## config.mk

```make
export PLATFORM = sky130hd
export DESIGN_NAME = reciprocal_frequency_counter_autorange_core
export DESIGN_NICKNAME = d
export VERILOG_FILES = /design/src/hw/rtl/rfca_pkg.sv /design/src/hw/rtl/rfca_ctrl.sv /design/src/hw/rtl/rfca_dpath.sv /design/src/hw/rtl/reciprocal_frequency_counter_autorange_core.sv
export SDC_FILE = /design/constraint.sdc
export NUM_CORES = 2
export LEC_CHECK = 0
export ABC_AREA = 0
export BUFFER_PORTS_ARGS = -buffer_cell sky130_fd_sc_hd__buf_2
export CAP_MARGIN = 40
export CORE_AREA = 2 2 371 373
export CTS_CLUSTER_DIAMETER = 50
export DETAILED_ROUTE_END_ITERATION = 16
export DIE_AREA = 0 0 373 375
export HOLD_SLACK_MARGIN = 0.15
export PLACE_DENSITY = 0.77
export SYNTH_ARGS = -nofsm -noshare
export SYNTH_HDL_FRONTEND = slang
export SYNTH_HIERARCHICAL = 1
export SYNTH_SLANG_ARGS = --single-unit
```

## constraint.sdc

```tcl
create_clock -name aclk -period 15.8 [get_ports aclk]
set_input_delay 0.79 -clock aclk [delete_from_list [all_inputs] [get_ports aclk]]
set_output_delay 0.79 -clock aclk [all_outputs]
set_load 0.005 [all_outputs]
```

## src/hw/rtl/rfca_pkg.sv

```systemverilog
// Shared types and constants for the auto-ranging reciprocal frequency counter.
package rfca_pkg;

    localparam int FREQ_W = 44;
    localparam int CFG_AW = 5;

    localparam logic [CFG_AW-1:0] ADDR_REF_CLOCK  = 5'd0;
    localparam logic [CFG_AW-1:0] ADDR_GATE_TICKS = 5'd4;
    localparam logic [CFG_AW-1:0] ADDR_LOW_ABORT  = 5'd8;
    localparam logic [CFG_AW-1:0] ADDR_HIGH_MIN   = 5'd12;
    localparam logic [CFG_AW-1:0] ADDR_LOW_MAX    = 5'd16;
    localparam logic [CFG_AW-1:0] ADDR_BAND       = 5'd20;

    typedef struct packed {
        logic [27:0] ref_clock_hz;
        logic [31:0] gate_ticks;
        logic [31:0] low_abort_edges;
        logic [31:0] high_min_edges;
        logic [27:0] low_max_freq_hz;
        logic [31:0] stable_band_q16;
    } cfg_t;

    // Commands from the controller to the datapath.
    typedef struct packed {
        logic mul_start;  // load operands, begin products
        logic mul_step;   // one partial-product step
        logic div_start;  // load dividend for the divider
        logic div_step;   // one quotient bit
        logic commit;     // apply result, run lock rule
    } cmd_t;

    // Status from the datapath to the controller.
    typedef struct packed {
        logic below_max;
    } sts_t;

endpackage

```

## src/hw/rtl/rfca_ctrl.sv

```systemverilog
// Measurement controller: gate counting, mode control and arithmetic sequencing.
module rfca_ctrl
    import rfca_pkg::*;
#(
    parameter int COUNT_WIDTH = 32,
    parameter int FRAC_BITS   = 16
) (
    input  logic                   aclk,
    input  logic                   aresetn,
    input  cfg_t                   cfg,
    input  logic                   in_valid,
    output logic                   in_ready,
    input  logic                   in_edge,
    input  logic                   out_busy,
    output logic [COUNT_WIDTH-1:0] edges_o,
    output logic [COUNT_WIDTH-1:0] ticks_o,
    output logic                   high_o,
    output cmd_t                   cmd,
    input  sts_t                   sts
);

    localparam int DIV_STEPS = COUNT_WIDTH + 28 + FRAC_BITS;
    localparam int SC_W      = $clog2(DIV_STEPS + 1);
    localparam int MUL_STEPS = (COUNT_WIDTH + 15) / 16;

    typedef enum logic [2:0] {
        S_COUNT, S_LOAD, S_MUL, S_CHECK, S_DIV, S_DONE
    } state_t;

    localparam logic [COUNT_WIDTH-1:0] CNT_MAX = '1;

    state_t                 state_reg, state_next;
    logic                   mode_high_reg, mode_high_next;
    logic                   gate_active_reg, gate_active_next;
    logic                   gate_elapsed_reg, gate_elapsed_next;
    logic [COUNT_WIDTH-1:0] edge_cnt_reg, edge_cnt_next;
    logic [COUNT_WIDTH-1:0] ref_cnt_reg, ref_cnt_next;
    logic [31:0]            timer_reg, timer_next;
    logic [SC_W-1:0]        step_reg, step_next;

    logic                   acc;
    logic [COUNT_WIDTH-1:0] r_inc, e_inc;
    logic [31:0]            t_inc;

    assign in_ready = (state_reg == S_COUNT);
    assign acc      = in_valid && in_ready;
    assign edges_o  = edge_cnt_reg;
    assign ticks_o  = ref_cnt_reg;
    assign high_o   = mode_high_reg;

    assign r_inc = (ref_cnt_reg == CNT_MAX) ? ref_cnt_reg : ref_cnt_reg + 1'b1;
    assign e_inc = (edge_cnt_reg == CNT_MAX) ? edge_cnt_reg : edge_cnt_reg + 1'b1;
    assign t_inc = (timer_reg == 32'hFFFF_FFFF) ? timer_reg : timer_reg + 32'd1;

    always_comb begin
        state_next        = state_reg;
        mode_high_next    = mode_high_reg;
        gate_active_next  = gate_active_reg;
        gate_elapsed_next = gate_elapsed_reg;
        edge_cnt_next     = edge_cnt_reg;
        ref_cnt_next      = ref_cnt_reg;
        timer_next        = timer_reg;
        step_next         = step_reg;
        cmd               = '0;
        case (state_reg)
            S_COUNT: begin
                if (acc) begin
                    if (mode_high_reg) begin
                        ref_cnt_next = r_inc;
                        if (in_edge) begin
                            edge_cnt_next = e_inc;
                        end
                        timer_next = t_inc;
                        if (t_inc >= cfg.gate_ticks) begin
                            if ({{(64-COUNT_WIDTH){1'b0}}, edge_cnt_next}
                                < {32'd0, cfg.high_min_edges}) begin
                                mode_high_next    = 1'b0;
                                gate_active_next  = 1'b0;
                                edge_cnt_next     = '0;
                                ref_cnt_next      = '0;
                                timer_next        = '0;
                                gate_elapsed_next = 1'b0;
                            end else begin
                                state_next = S_LOAD;
                            end
                        end
                    end else begin
                        if (gate_active_reg) begin
                            ref_cnt_next = r_inc;
                            timer_next   = t_inc;
                            if (t_inc >= cfg.gate_ticks) begin
                                gate_elapsed_next = 1'b1;
                            end
                        end
                        if (in_edge) begin
                            if (!gate_active_reg) begin
                                gate_active_next  = 1'b1;
                                edge_cnt_next     = '0;
                                ref_cnt_next      = '0;
                                timer_next        = '0;
                                gate_elapsed_next = 1'b0;
                            end else begin
                                edge_cnt_next = e_inc;
                                if ({{(64-COUNT_WIDTH){1'b0}}, e_inc}
                                    > {32'd0, cfg.low_abort_edges}) begin
                                    mode_high_next    = 1'b1;
                                    gate_active_next  = 1'b1;
                                    edge_cnt_next     = '0;
                                    ref_cnt_next      = '0;
                                    timer_next        = '0;
                                    gate_elapsed_next = 1'b0;
                                end else if (gate_elapsed_next) begin
                                    state_next = S_LOAD;
                                end
                            end
                        end
                    end
                end
            end
            S_LOAD: begin
                cmd.mul_start = 1'b1;
                step_next     = '0;
                state_next    = S_MUL;
            end
            S_MUL: begin
                cmd.mul_step = 1'b1;
                step_next = step_reg + 1'b1;
                if (step_reg == SC_W'(MUL_STEPS - 1)) begin
                    state_next = S_CHECK;
                end
            end
            S_CHECK: begin
                if (!mode_high_reg && !sts.below_max) begin
                    mode_high_next    = 1'b1;
                    gate_active_next  = 1'b1;
                    edge_cnt_next     = '0;
                    ref_cnt_next      = '0;
                    timer_next        = '0;
                    gate_elapsed_next = 1'b0;
                    state_next        = S_COUNT;
                end else begin
                    cmd.div_start = 1'b1;
                    step_next     = '0;
                    state_next    = S_DIV;
                end
            end
            S_DIV: begin
                cmd.div_step = 1'b1;
                step_next = step_reg + 1'b1;
                if (step_reg == SC_W'(DIV_STEPS - 1)) begin
                    state_next = S_DONE;
                end
            end
            S_DONE: begin
                if (!out_busy) begin
                    cmd.commit        = 1'b1;
                    gate_active_next  = mode_high_reg;
                    edge_cnt_next     = '0;
                    ref_cnt_next      = '0;
                    timer_next        = '0;
                    gate_elapsed_next = 1'b0;
                    state_next        = S_COUNT;
                end
            end
            default: state_next = S_COUNT;
        endcase
    end

    always_ff @(posedge aclk) begin
        if (!aresetn) begin
            state_reg        <= S_COUNT;
            mode_high_reg    <= 1'b0;
            gate_active_reg  <= 1'b0;
            gate_elapsed_reg <= 1'b0;
            edge_cnt_reg     <= '0;
            ref_cnt_reg      <= '0;
            timer_reg        <= '0;
            step_reg         <= '0;
        end else begin
            state_reg        <= state_next;
            mode_high_reg    <= mode_high_next;
            gate_active_reg  <= gate_active_next;
            gate_elapsed_reg <= gate_elapsed_next;
            edge_cnt_reg     <= edge_cnt_next;
            ref_cnt_reg      <= ref_cnt_next;
            timer_reg        <= timer_next;
            step_reg         <= step_next;
        end
    end

endmodule

```

## src/hw/rtl/rfca_dpath.sv

```systemverilog
// Arithmetic datapath: serial products, restoring divider, lock rule and output register.
module rfca_dpath
    import rfca_pkg::*;
#(
    parameter int COUNT_WIDTH = 32,
    parameter int FRAC_BITS   = 16
) (
    input  logic                   aclk,
    input  logic                   aresetn,
    input  cfg_t                   cfg,
    input  cmd_t                   cmd,
    output sts_t                   sts,
    input  logic [COUNT_WIDTH-1:0] edges_i,
    input  logic [COUNT_WIDTH-1:0] ticks_i,
    input  logic                   high_i,
    output logic                   out_valid,
    input  logic                   out_ready,
    output logic [FREQ_W-1:0]      out_freq,
    output logic [31:0]            out_edges,
    output logic [31:0]            out_ticks,
    output logic                   out_high,
    output logic [FREQ_W-1:0]      out_held,
    output logic                   out_locked
);

    localparam int PW     = COUNT_WIDTH + 28;
    localparam int NW     = PW + FRAC_BITS;
    localparam int MUL_ST = (COUNT_WIDTH + 15) / 16;
    localparam int EW     = MUL_ST * 16;
    localparam int AW     = EW + 28;
    localparam logic [FREQ_W-1:0] FREQ_MAX = '1;

    logic [EW-1:0]          ea_reg, ta_reg;
    logic [AW-1:0]          pa_reg, pb_reg;
    logic [NW-1:0]          num_reg;
    logic [COUNT_WIDTH:0]   rem_reg;
    logic [FREQ_W-1:0]      q_reg;
    logic                   sat_reg;
    logic [COUNT_WIDTH-1:0] den;

    logic                   pair_second_reg;
    logic [FREQ_W-1:0]      pair_first_reg;
    logic [1:0]             match_reg;
    logic                   lock_reg;
    logic [FREQ_W-1:0]      held_reg;
    logic                   vld_reg;

    logic [43:0]            pe, pt;
    logic [COUNT_WIDTH:0]   r_sh, r_sub;
    logic                   q_bit;
    logic [FREQ_W-1:0]      f, diff;
    logic [1:0]             m1;
    logic                   lk1, lk2;
    logic [FREQ_W-1:0]      h1;
    logic                   pair_done;

    assign den = ticks_i;
    assign pe  = ea_reg[15:0] * cfg.ref_clock_hz;
    assign pt  = ta_reg[15:0] * cfg.low_max_freq_hz;
    assign sts.below_max = pa_reg < pb_reg;

    assign r_sh  = {rem_reg[COUNT_WIDTH-1:0], num_reg[NW-1]};
    assign r_sub = r_sh - {1'b0, den};
    assign q_bit = r_sh >= {1'b0, den};

    assign pair_done = high_i && pair_second_reg;

    always_ff @(posedge aclk) begin
        if (cmd.mul_start) begin
            ea_reg <= EW'(edges_i);
            ta_reg <= EW'(ticks_i);
            pa_reg <= '0;
        end else if (cmd.mul_step) begin
            pa_reg <= (pa_reg >> 16) + (AW'(pe) << (EW - 16));
            ea_reg <= ea_reg >> 16;
            ta_reg <= ta_reg >> 16;
        end
        if (cmd.div_start) begin
            num_reg <= NW'(pa_reg) << FRAC_BITS;
            rem_reg <= '0;
            q_reg   <= '0;
            sat_reg <= 1'b0;
        end else if (cmd.div_step) begin
            num_reg <= num_reg << 1;
            if (q_reg > (FREQ_MAX >> 1)) begin
                sat_reg <= 1'b1;
            end
            q_reg   <= {q_reg[FREQ_W-2:0], q_bit};
            rem_reg <= q_bit ? r_sub : r_sh;
        end
    end

    always_comb begin
        f    = (den == '0) ? '0 : (sat_reg ? FREQ_MAX : q_reg);
        diff = (f >= pair_first_reg) ? f - pair_first_reg : pair_first_reg - f;
        m1   = match_reg;
        if ({12'd0, cfg.stable_band_q16} > diff && match_reg != 2'd3) begin
            m1 = match_reg + 2'd1;
        end
        lk1 = lock_reg;
        h1  = held_reg;
        if (m1 == 2'd2 && !lock_reg) begin
            m1  = 2'd0;
            h1  = f;
            lk1 = 1'b1;
        end
        lk2 = lk1;
        if (lk1 && f > pair_first_reg && diff > {12'd0, cfg.stable_band_q16}) begin
            lk2 = 1'b0;
        end
    end

    always_ff @(posedge aclk) begin
        if (!aresetn) begin
            vld_reg         <= 1'b0;
            pair_second_reg <= 1'b0;
            pair_first_reg  <= '0;
            match_reg       <= '0;
            lock_reg        <= 1'b0;
            held_reg        <= '0;
        end else begin
            vld_reg <= cmd.commit || (vld_reg && !out_ready);
            if (cmd.commit) begin
                out_freq   <= f;
                out_edges  <= 32'(edges_i) | {32{|(edges_i >> 31 >> 1)}};
                out_ticks  <= 32'(ticks_i) | {32{|(ticks_i >> 31 >> 1)}};
                out_high   <= high_i;
                out_held   <= pair_done ? h1 : held_reg;
                out_locked <= pair_done ? lk2 : lock_reg;
                if (high_i) begin
                    if (!pair_second_reg) begin
                        pair_second_reg <= 1'b1;
                        pair_first_reg  <= f;
                    end else begin
                        pair_second_reg <= 1'b0;
                        match_reg       <= m1;
                        lock_reg        <= lk2;
                        held_reg        <= h1;
                    end
                end
            end
        end
    end

    always_ff @(posedge aclk) begin
        if (cmd.mul_start) begin
            pb_reg <= '0;
        end else if (cmd.mul_step) begin
            pb_reg <= (pb_reg >> 16) + (AW'(pt) << (EW - 16));
        end
    end

    assign out_valid = vld_reg;

endmodule

```

## src/hw/rtl/reciprocal_frequency_counter_autorange_core.sv

```systemverilog
// Top level of the auto-ranging reciprocal frequency counter with its register file.
//
// The slave stream carries one transaction per reference-clock tick; tdata bit 0 is
// the signal-edge flag. While counting, s_tready stays high. When a gate closes, the
// block stops taking transactions while it forms edges*ref_clock/ticks: a load step,
// a serial multiplier of 16 bits per cycle, a compare step (in low mode, a frequency
// at or above low_max_freq_hz switches to high mode and drops the result), a
// restoring divider of one quotient bit per cycle, then a commit step.
// The result sits in an output register on the master stream. A new gate counts
// while the result waits; if the next result is ready before the first was taken,
// the block holds s_tready low in its commit cycle until the master stream moves.
// Reset (aresetn low, synchronous) selects low mode with the gate shut, clears the
// lock, and loads the register defaults. Registers sit on the APB port at 4*index.
module reciprocal_frequency_counter_autorange_core
    import rfca_pkg::*;
#(
    parameter int COUNT_WIDTH = 32,
    parameter int FRAC_BITS   = 16
) (
    input  logic          aclk,
    input  logic          aresetn,
    input  logic          s_tvalid,
    output logic          s_tready,
    input  logic [7:0]    s_tdata,   // [0] signal_edge
    output logic          m_tvalid,
    input  logic          m_tready,
    output logic [151:0]  m_tdata,   // freq_q16, edge_total, tick_total, held_freq_q16
    output logic [1:0]    m_tuser,   // [0] high_mode, [1] held_locked
    input  logic          psel,
    input  logic          penable,
    input  logic          pwrite,
    input  logic [CFG_AW-1:0] paddr,
    input  logic [31:0]   pwdata,
    output logic [31:0]   prdata,
    output logic          pready
);

    cfg_t cfg_reg;
    cmd_t cmd;
    sts_t sts;
    logic [COUNT_WIDTH-1:0] edges, ticks;
    logic high;
    logic [FREQ_W-1:0] o_freq, o_held;
    logic [31:0] o_edges, o_ticks;
    logic o_high, o_locked;

    assign pready = 1'b1;

    always_ff @(posedge aclk) begin
        if (!aresetn) begin
            cfg_reg.ref_clock_hz    <= 28'd240000000;
            cfg_reg.gate_ticks      <= 32'd24000000;
            cfg_reg.low_abort_edges <= 32'd20000;
            cfg_reg.high_min_edges  <= 32'd10000;
            cfg_reg.low_max_freq_hz <= 28'd10000;
            cfg_reg.stable_band_q16 <= 32'd65536;
        end else if (psel && penable && pwrite) begin
            case (paddr)
                ADDR_REF_CLOCK:  cfg_reg.ref_clock_hz    <= pwdata[27:0];
                ADDR_GATE_TICKS: cfg_reg.gate_ticks      <= pwdata;
                ADDR_LOW_ABORT:  cfg_reg.low_abort_edges <= pwdata;
                ADDR_HIGH_MIN:   cfg_reg.high_min_edges  <= pwdata;
                ADDR_LOW_MAX:    cfg_reg.low_max_freq_hz <= pwdata[27:0];
                ADDR_BAND:       cfg_reg.stable_band_q16 <= pwdata;
                default: ;
            endcase
        end
    end

    always_comb begin
        case (paddr)
            ADDR_REF_CLOCK:  prdata = {4'd0, cfg_reg.ref_clock_hz};
            ADDR_GATE_TICKS: prdata = cfg_reg.gate_ticks;
            ADDR_LOW_ABORT:  prdata = cfg_reg.low_abort_edges;
            ADDR_HIGH_MIN:   prdata = cfg_reg.high_min_edges;
            ADDR_LOW_MAX:    prdata = {4'd0, cfg_reg.low_max_freq_hz};
            ADDR_BAND:       prdata = cfg_reg.stable_band_q16;
            default:         prdata = '0;
        endcase
    end

    rfca_ctrl #(.COUNT_WIDTH(COUNT_WIDTH), .FRAC_BITS(FRAC_BITS)) u_ctrl (
        .aclk(aclk), .aresetn(aresetn), .cfg(cfg_reg),
        .in_valid(s_tvalid), .in_ready(s_tready), .in_edge(s_tdata[0]),
        .out_busy(m_tvalid && !m_tready),
        .edges_o(edges), .ticks_o(ticks), .high_o(high), .cmd(cmd), .sts(sts)
    );

    rfca_dpath #(.COUNT_WIDTH(COUNT_WIDTH), .FRAC_BITS(FRAC_BITS)) u_dpath (
        .aclk(aclk), .aresetn(aresetn), .cfg(cfg_reg), .cmd(cmd), .sts(sts),
        .edges_i(edges), .ticks_i(ticks), .high_i(high),
        .out_valid(m_tvalid), .out_ready(m_tready),
        .out_freq(o_freq), .out_edges(o_edges), .out_ticks(o_ticks),
        .out_high(o_high), .out_held(o_held), .out_locked(o_locked)
    );

    assign m_tdata = {o_held, o_ticks, o_edges, o_freq};
    assign m_tuser = {o_locked, o_high};

endmodule

```

==> run summary <==
In this run the power density over the cells is between 70 and 80 nW/um2. The most repeated library cell on the critical path is sky130_fd_sc_hd__a21o_1. The I/O pin total is 241. STA classifies the critical path endpoint as a flop. In this run, post-CTS hold repair placed 0 buffers. After synthesis the cells add up to slightly above 80,000 um2. The multi-input combinational cells in the finished layout cover a total of ~54,000 um2. Leaving out fill and tap cells, the most frequent cells in the layout are 1,259 x sky130_fd_sc_hd__nand2_1, 1,243 x sky130_fd_sc_hd__inv_1, 729 x sky130_fd_sc_hd__fa_1. The proportion of netlist area held by the largest area contributor came out at 0.180. In the post-synthesis netlist, the biggest area contributors are sky130_fd_sc_hd__fa_1 18%, sky130_fd_sc_hd__dfxtp_1 14%, sky130_fd_sc_hd__edfxtp_1 10%. The filler cells instantiated in the layout total around 11,000. The minimum setup slack among reg-to-reg paths came out at about 5.2 ns. The setup violation total in the final timing report came out at 0.

Data arrives at the worst endpoint at between 10 and 15 ns. The worst slew slack as a fraction of its limit is 0.309. The static leakage is 38.7 nW. The per-instance average area after synthesis is 8.85 um2.

The Yosys step of the flow raised 6 warnings. The number of DRC markers after the initial detailed-route iteration came out at about 6,500. The area overhead of the layout relative to synthesis came out at 7.81%. Leaving out fill and tap cells, the most frequent cell in the layout is sky130_fd_sc_hd__nand2_1. Synthesis handed over a netlist of just over 9,000 instances.

The post-route total power is 6.38 mW. In this run the number of H-tree levels came out at 3. The pre-antenna-repair detailed-routing pass consisted of 7 iterations. Buffers added to address setup during post-CTS repair amount to 0. Row generation in the floorplan step produced between 100 and 150 rows. In the routed layout, each cell is associated on average with a via count of around 6.0.

The total vias in the final route came out at 66,800. The worst hold slack came out at between 0.3 and 0.4 ns. The share of the Yosys chip area taken by registers is 0.247. The worst path in the final design needs a cycle of between 10 and 15 ns, including I/O delays and setup. Among all flip-flop cells after synthesis, the most frequent one is sky130_fd_sc_hd__dfxtp_1. The kind of start point of the critical path is a flop. The maximum ir drop on the vdd rail came out at about 91 uV. The final wirelength is ~240 mm.

The global-route usage over all layers is 0.335. The first global-routing pass estimated between 300 and 400 mm of wire. The tool flagged a number of max-cap violations equal to 0. The share of the clock period used by the worst path after layout came out at 0.669. The number of routed nets with antenna violations came out at 0.

The highest cell delay on the worst timing path is a little over 0.8 ns. The die height is between 300 and 400 um. The setup skew after layout came out at around 0.066 ns.

The total number of clock tree sinks came out at between 800 and 900. The TritonCTS clock tree is yes. Counting flops with an async set or reset pin after synthesis yields a share of 0.

Setup repair after global routing left no endpoint under its margin. The number of flip-flops under the largest register name came out at about 180. The required time of the worst setup path is 16.29 ns. The number of global-route vias before repair is 66,300.

The critical path is of the flop to flop type. The overall die area is ~140,000 um2. The routability congestion estimate came out at slightly below 1.

The clock insertion delay at the later pin of the skew report came out at around 0.76 ns. The number of gates given a new drive strength after cts came out at 0. The timing-limited maximum frequency came out at about 0.095 GHz. The longest clock path from root to sink contains 3 buffers. The number of synthesized flops with an enable pin is about 280. Entering global routing, the biggest net connects roughly 160 pins. After detailed routing, the number of remaining DRC violations is 0. The flow ran to the end, and the final reports show no timing, DRC or antenna violations. The net count of the finished layout came out at 10,500. The synthesis-stage register bit count is 861. The global route total overflow came out at 0. In this run, CTS created clock tree buffers numbering 110. The setup TNS is 0 ns. The final-report hold violation count is 0. The largest individual stage delay along the critical path comes from the cell sky130_fd_sc_hd__or2_2. The largest driver fanout on the critical path is 43.

The final HPWL from detailed placement is 179 mm. The number of different library cells used by synthesis comes to ~110. sky130_fd_sc_hd__fa_1 takes more of the synthesized area than any other cell. Summing all flip-flop and latch instances after layout gives 20,000 um2. The routed wirelength normalized by instance count is 21.5 um.

The proportion of layout cells with a drive suffix above 1 is 0.0877. Clock-pin slew was measured on the worst setup and hold paths at ~0.06 ns. For this configuration, the core starts out at a cell density of 0.595. The path class of the tightest hold or removal check is input pin to flop. The count of pins over their slew limit came out at 0. The initial antenna violation count came out at 12. The slew at the pin with the worst max-slew slack is approximately 1.0 ns.

The net count of the mapped netlist is about 11,000. The horizontal die dimension is 373 um. The library cell used as clock root buffer is sky130_fd_sc_hd__clkbuf_16. The number of input and output port buffers inserted came out at about 230. The total core area came out at 136,000 um2.
-- metrics by stage --
step                instance area [um2]   util  setup slack (ns)  cells
floorplan                         81100      -              7.00   9169
global placement                  83300  0.611              5.76  10800
detailed placement                83600  0.614              5.55  10800
CTS                               87400  0.642              5.42  11000
global route                      87400  0.642              4.81  11000
finish                            87500  0.642              5.23  11100
-- cells in the mapped netlist (19+ instances only) --
| cell | instances |
|---|---|
| sky130_fd_sc_hd__and2_1 | 359 |
| sky130_fd_sc_hd__and3_1 | 47 |
| sky130_fd_sc_hd__nor2b_1 | 110 |
| sky130_fd_sc_hd__a31oi_1 | 65 |
| sky130_fd_sc_hd__o21a_1 | 56 |
| sky130_fd_sc_hd__a311oi_1 | 42 |
| sky130_fd_sc_hd__or3_1 | 34 |
| sky130_fd_sc_hd__a21oi_1 | 401 |
| sky130_fd_sc_hd__o22ai_1 | 19 |
| sky130_fd_sc_hd__nand2b_1 | 59 |
| sky130_fd_sc_hd__nor3b_1 | 21 |
| sky130_fd_sc_hd__nor3_1 | 82 |
| sky130_fd_sc_hd__o31ai_1 | 24 |
| sky130_fd_sc_hd__dfxtp_1 | 583 |
| sky130_fd_sc_hd__mux2_4 | 44 |
| sky130_fd_sc_hd__mux2i_1 | 442 |
| sky130_fd_sc_hd__xor2_1 | 101 |
| sky130_fd_sc_hd__ha_1 | 599 |
| sky130_fd_sc_hd__edfxtp_1 | 278 |
| sky130_fd_sc_hd__fa_1 | 729 |
| sky130_fd_sc_hd__a21o_1 | 155 |
| sky130_fd_sc_hd__nor2_1 | 551 |
| sky130_fd_sc_hd__o21ai_0 | 270 |
| sky130_fd_sc_hd__a22o_1 | 27 |
| sky130_fd_sc_hd__inv_1 | 1245 |
| sky130_fd_sc_hd__nand4_1 | 122 |
| sky130_fd_sc_hd__nand2_1 | 1259 |
| sky130_fd_sc_hd__buf_2 | 45 |
| sky130_fd_sc_hd__a211oi_1 | 71 |
| sky130_fd_sc_hd__nor4_1 | 23 |
| sky130_fd_sc_hd__o221ai_1 | 37 |
| sky130_fd_sc_hd__mux2_2 | 128 |
| sky130_fd_sc_hd__or2_2 | 29 |
| sky130_fd_sc_hd__clkbuf_1 | 338 |
| sky130_fd_sc_hd__buf_1 | 57 |
| sky130_fd_sc_hd__o21ai_1 | 23 |
| sky130_fd_sc_hd__nand3_1 | 131 |
| sky130_fd_sc_hd__o211ai_1 | 31 |
| sky130_fd_sc_hd__xnor2_1 | 199 |
| sky130_fd_sc_hd__o21bai_1 | 44 |
-- layer usage --
layer | up-vias | global-route usage | share of wire
met4 | 6 | 0.141 | 0.044
met2 | 3245 | 0.537 | 0.45
met3 | 608 | 0.0664 | 0.098
met1 | 32600 | 0.444 | 0.40
li1 | 30400 | - | -
met5 | - | 0 | 0.00046
-- power by group --
part           leakage, nW  total [mW]  internal, mW  switching [mW]
Combinational         29.9        1.24         0.526           0.710
Clock                 1.87        2.60          1.50            1.10
Sequential            6.93        2.55          2.38           0.171
Total                 38.7        6.38          4.40            1.98
-- cell families after synthesis --
logic type	synth area share
AND/OR/NAND/NOR	0.167
buffers and inverters	0.0839
AO/OA/AOI/OAI	0.117
adder cells (fa/ha/maj)	0.272
flip-flops	0.247
multiplexers	0.0804
XOR/XNOR	0.0324
other	0.0000462
-- final cells by class --
cell class,instances,area share
multi-input combinational,6581,0.621
sequential,861,0.229
inverter,1246,0.0535
clock buffer,138,0.0343
timing repair buffer,357,0.0267
tap,1794,0.0257
clock inverter,69,0.00927
antenna,7,0.000200
-- worst paths after layout --
path,startpoint,end,cells past startpoint
min,m_tready,u_dpath/out_valid,4
max,u_ctrl/ticks_o[15],u_dpath/out_held[0],30
max reg2reg,u_ctrl/ticks_o[15],u_dpath/out_held[0],30
min reg2reg,u_dpath/held_reg[18],u_dpath/held_reg[18],2
-- critical path, delay by kind of cell, from the launching register on --
kind / cells / cell delay, ns
and+or+nand+nor: 6 / 2.18
adders and majority gates: 2 / 0.82
DFF: 1 / 0.46
AOI/OAI and AO/OA: 17 / 4.70
buffers and inverters: 3 / 1.33
xor gates and xnor gates: 1 / 0.22
muxes: 1 / 0.42
No activity file was read; power rests on OpenSTA's default activity.
